### src/hdl/assert_macros.svh
// Assertion macros shared by the RTL
`ifndef ASSERT_MACROS_SVH
`define ASSERT_MACROS_SVH
`ifndef ASSERT_OFF
`define PIPC_ASSERT(lbl, clk, rstn, prop, msg) \
  lbl: assert property (@(posedge clk) disable iff (!rstn) prop) else $error(msg);
`define PIPC_ASSERT_RST(lbl, clk, prop, msg) \
  lbl: assert property (@(posedge clk) prop) else $error(msg);
`else
`define PIPC_ASSERT(lbl, clk, rstn, prop, msg)
`define PIPC_ASSERT_RST(lbl, clk, prop, msg)
`endif
`endif

### src/hdl/pipc_pkg.sv
// Types and constants of the point-in-convex-polygon block
package pipc_pkg;

  localparam int COORD_W     = 31;
  localparam int DIFF_W      = 32;
  localparam int PROD_W      = 64;
  localparam int CFG_W       = 11;
  localparam int IDX_IN_W    = 10;
  localparam int OP_W        = 1;
  localparam int LOC_W       = 2;
  localparam int MIN_VERTICES = 3;

  localparam logic [OP_W-1:0] OP_LOAD  = 1'b0;
  localparam logic [OP_W-1:0] OP_QUERY = 1'b1;

  localparam logic [LOC_W-1:0] LOC_OUTSIDE  = 2'd0;
  localparam logic [LOC_W-1:0] LOC_INSIDE   = 2'd1;
  localparam logic [LOC_W-1:0] LOC_BOUNDARY = 2'd2;

  typedef logic signed [COORD_W-1:0] coord_t;
  typedef logic signed [DIFF_W-1:0]  diff_t;
  typedef logic signed [PROD_W-1:0]  prod_t;

  typedef struct packed {
    coord_t x;
    coord_t y;
  } vert_t;

  typedef struct packed {
    logic done;
    logic pos;
    logic zero;
    logic in_box;
  } orient_res_t;

endpackage

### src/hdl/pipc_orient.sv
// Orientation unit: sign of cross(b - a, p - a) on one shared multiplier
module pipc_orient (
  input  logic                  clk,
  input  logic                  rst_n,
  input  logic                  start,
  input  pipc_pkg::vert_t       a,
  input  pipc_pkg::vert_t       b,
  input  pipc_pkg::vert_t       p,
  output pipc_pkg::orient_res_t res
);
  import pipc_pkg::*;

  typedef enum logic [1:0] {
    O_IDLE,
    O_MUL1,
    O_MUL2,
    O_DONE
  } phase_t;

  phase_t phase_r, phase_nxt;
  diff_t  d1x_r, d1y_r, d2x_r, d2y_r;
  prod_t  p1_r, p2_r;
  logic   box_r;
  diff_t  mul_a, mul_b;
  prod_t  mul_out;
  logic   box_nxt;

  assign box_nxt = (a.x <= p.x || b.x <= p.x) && (p.x <= a.x || p.x <= b.x) &&
                   (a.y <= p.y || b.y <= p.y) && (p.y <= a.y || p.y <= b.y);

  // first pass d1x*d2y, second pass d1y*d2x
  assign mul_a   = (phase_r == O_MUL1) ? d1x_r : d1y_r;
  assign mul_b   = (phase_r == O_MUL1) ? d2y_r : d2x_r;
  assign mul_out = mul_a * mul_b;

  always_comb begin
    phase_nxt = phase_r;
    if (start) begin
      phase_nxt = O_MUL1;
    end else begin
      unique case (phase_r)
        O_IDLE: phase_nxt = O_IDLE;
        O_MUL1: phase_nxt = O_MUL2;
        O_MUL2: phase_nxt = O_DONE;
        O_DONE: phase_nxt = O_IDLE;
        default: phase_nxt = O_IDLE;
      endcase
    end
  end

  always_ff @(posedge clk) begin
    if (!rst_n) begin
      phase_r <= O_IDLE;
    end else begin
      phase_r <= phase_nxt;
    end
  end

  always_ff @(posedge clk) begin
    if (start) begin
      d1x_r <= diff_t'(b.x) - diff_t'(a.x);
      d1y_r <= diff_t'(b.y) - diff_t'(a.y);
      d2x_r <= diff_t'(p.x) - diff_t'(a.x);
      d2y_r <= diff_t'(p.y) - diff_t'(a.y);
      box_r <= box_nxt;
    end
    if (phase_r == O_MUL1) begin
      p1_r <= mul_out;
    end
    if (phase_r == O_MUL2) begin
      p2_r <= mul_out;
    end
  end

  assign res.done   = (phase_r == O_DONE);
  assign res.pos    = (p1_r > p2_r);
  assign res.zero   = (p1_r == p2_r);
  assign res.in_box = box_r;

endmodule

### config.mk
export PLATFORM = sky130hd
export DESIGN_NAME = pipc_orient
export DESIGN_NICKNAME = d
export VERILOG_FILES = /design/src/hdl/assert_macros.svh /design/src/hdl/pipc_pkg.sv /design/src/hdl/pipc_orient.sv
export SDC_FILE = /design/constraint.sdc
export NUM_CORES = 2
export LEC_CHECK = 0
export ABC_CLOCK_PERIOD_IN_PS = 9700
export BUFFER_PORTS_ARGS = -buffer_cell sky130_fd_sc_hd__buf_4
export CORE_UTILIZATION = 54
export CTS_CLUSTER_DIAMETER = 200
export DETAILED_ROUTE_END_ITERATION = 12
export PLACE_DENSITY = 0.78
export SETUP_SLACK_MARGIN = 0.4
export SKIP_LAST_GASP = 1
export SLEW_MARGIN = 25
export SYNTH_ARGS = -nofsm -noshare
export SYNTH_HDL_FRONTEND = slang
export SYNTH_SLANG_ARGS = --single-unit
### constraint.sdc
create_clock -name clk -period 9.7 [get_ports clk]
set_input_delay 1.94 -clock clk [delete_from_list [all_inputs] [get_ports clk]]
set_output_delay 1.94 -clock clk [all_outputs]
set_load 0.02 [all_outputs]
==> out/metrics.yaml <==
yosys:
  synth_commonest_cells: "1197 x inv_1, 1086 x fa_1, 628 x nor2_1, 604 x nand2_1, 440 x ha_1"
  ys_seq_area_share_pct: 14.6
  synth.distinct_cells: 86
  synth-adder-area-share_pct: 51.2
  ys_warn_count: 0
  synth_area_per_cell_um2: 9.59
  yosys-mux-area-fraction_pct: 2.56
  synth.cell_area_um2: 53200
  yosys.area.top_type: "fa_1"
  yosysTopAreaCellShare_pct: 40.8
  synth_most_common_cell: "inv_1"
  synthesis.nets: 7263
  ys_seq_elements: 259
  synth-edff-count: 257
  async_reset_ff_share_pct: 0
  yosys.area_share.simple_pct: 11.7
  synthCells: 5548
  synth_xor_xnor_area_share_pct: 2.83
  synth_flop_cell: "edfxtp_1"
  synth_area_leaders: "fa_1 41%, edfxtp_1 14%, ha_1 10%"
  synth-compound-area-share_pct: 7.50
  synth_top_family_by_area: "adder cells"
grt:
  grt_pass1_vias: 43613
  grt_use_total_pct: 33.1
  grt_max_degree: 72
  antenna_found_initial: 2
  grt_pass1_wl_um: 247000
  overflow: 0
sta:
  finalClockSkew_ns: 0.0592
  rsz0062_at_grt: "no"
  min_period_over_period_pct: 93.2
  final-setup-viol-count: 0
  setup-tns-final_ns: 0
  slew_headroom_pct: 36.6
  worstMarginPinSlew_ns: 0.933
  final_hold_viol_count: 0
  drv_slew: 0
  fmax_mhz: 111
  finalCriticalPeriod_ns: 9.04
cts:
  clk_latency_ns: 0.65
  numCtsBuffers: 28
  cts.sinks: 259
  clockBufferDepth: 3
  path_clk_slew_ns: 0.06
  cts_max_level: 1
  clockRootBuffer: "clkbuf_16"
  tritoncts: "done"
die:
  start_util_pct: 54.8
  io_pins: 193
  die_h_um: 316
  core-area_um2: 97100
  fp-row-count: 114
  dieWidth_um: 316
  design.die.area_um2: 99800
route:
  ant_nets: 0
  drc: 0
  dr.pass1.iters: 6
  vias: 40874
  avgRoutedWirePerCell_um: 22.7
  wl_um: 160000
  drt_iter0_drc: 3659
  viasPerCell: 5.79
placement:
  dp.cells: 6980
  dp_hpwl_um: 132000
  port_buffers: 192
  gp_congestion: 1.02
worst_setup_path:
  slowest_delay_ns: 0.61
  cp_slowest_cell: "fa_1"
  path_class: "flop to flop"
  crit_required_ns: 10.09
  crit_path_frequent_cell: "fa_1"
  worst-path-max-fanout: 17
  cp-end-kind: "flop"
  arrival_ns: 9.43
  r2r_setup_slack_ns: 0.66
  crit_path_start_kind: "flop"
cells_and_area:
  area_delta_synth_final_pct: 9.26
  layout-drive-gt1-share_pct: 9.09
  fin_nets: 7473
  fin_cells: 7055
  fill_cells: 7934
status:
  outcome: "finished, final reports clean"
job:
  drv_cap: 0
worst_hold_path:
  min_path_type: "flop to flop"
layer usage:
metal	global-route usage, %	vias up	share of wire (%)
met5	1.23	-	0.13
met4	18.0	6	6.6
met1	41.5	20290	37
li1	-	17635	-
met3	9.03	587	11
met2	52.0	2356	45
metrics by stage:
step | worst slack (ns) | cell area, µm² | hold WS [ns] | util, %
4_1_cts | 0.420 | 57700 | 0.631 | 59.4
3_3_place_gp | 0.269 | 56800 | 0.601 | 58.4
5_1_grt | 0.409 | 58200 | 0.647 | 59.9
3_5_place_dp | 0.207 | 56800 | 0.623 | 58.4
6_report | 0.657 | 58200 | 0.630 | 59.9
2_1_floorplan | 0.447 | 53300 | 0.556 | -
logic make-up (layout without fill, tap and decap cells):
group / Yosys count / after routing
buf+inv: 1362 / 1592
other cells: 0 / 1
flops: 259 / 259
simple gates: 1500 / 1500
fa+ha+maj: 1526 / 1526
mux: 128 / 128
xor+xnor: 172 / 172
compound gates: 601 / 601
state kept, by name (all words and copies together) (netlist names):
signal   flops
p1_r        64
p2_r        64
d2x_r       32
phase_r      2
d2y_r       32
box_r        1
d1y_r       32
d1x_r       32
critical path: cells and delay by family, from the launching register on:
| kind | cells | cell delay (ns) |
|---|---|---|
| muxes | 2 | 0.53 |
| and+or+nand+nor | 4 | 0.84 |
| adders and majority gates | 10 | 4.68 |
| DFF | 1 | 0.38 |
| AOI/OAI and AO/OA | 6 | 1.42 |
| buffers and inverters | 6 | 0.90 |
what timing repair did:
item / 4_1_cts / 5_1_grt
hold buffers: 0 / 0
resized for setup: 5 / 58
buffers inserted: 3 / 21
pin swaps: 0 / 3
hold endpoints to repair: 0 / 0
endpoints found under the setup margin: 14 / 24
cell type report:
cell class	count	area, µm²	share of cell area [%]
Antenna cell	1	2.50	0.00430
Clock buffer	30	708	1.22
Clock inverter	20	214	0.368
Inverter	1197	4500	7.74
Multi-Input combinational cell	3927	40600	69.8
Sequential cell	259	7760	13.3
Tap cell	1276	1600	2.75
Timing Repair Buffer	345	2760	4.74
worst paths after layout:
check | startpoint | end | cells after the start
max | phase_r[1] | p1_r[60] | 28
min | phase_r[1] | phase_r[1] | 2
max reg2reg | phase_r[1] | p1_r[60] | 28
min reg2reg | phase_r[1] | phase_r[1] | 2
layout by cell type (no fill, tap or decap), types with 8 or more instances in the layout:
| cell | count |
|---|---|
| a21oi_1 | 176 |
| fa_1 | 1084 |
| inv_1 | 1194 |
| nor4_1 | 8 |
| nand3_1 | 46 |
| and2_1 | 13 |
| nand4_1 | 40 |
| clkbuf_16 | 28 |
| a31oi_1 | 15 |
| clkinv_2 | 9 |
| buf_6 | 15 |
| mux2_2 | 41 |
| o21ai_0 | 89 |
| nand2b_1 | 34 |
| nor2_1 | 628 |
| o21bai_1 | 21 |
| nor3_1 | 34 |
| nor2b_1 | 36 |
| a211oi_1 | 20 |
| o21a_1 | 36 |
| buf_4 | 321 |
| mux2i_1 | 42 |
| nand2_1 | 604 |
| a21o_1 | 124 |
| xor2_1 | 48 |
| xnor2_1 | 124 |
| edfxtp_1 | 257 |
| or3_1 | 9 |
| o211ai_1 | 13 |
| ha_1 | 436 |
| mux2i_2 | 20 |
| mux2_4 | 22 |
| o31a_1 | 11 |
| a221oi_1 | 8 |
| o31ai_1 | 11 |
| and3_1 | 20 |
Power is not shown: default switching activity piles up to over one toggle a cycle in this logic, so the estimate is an artifact.
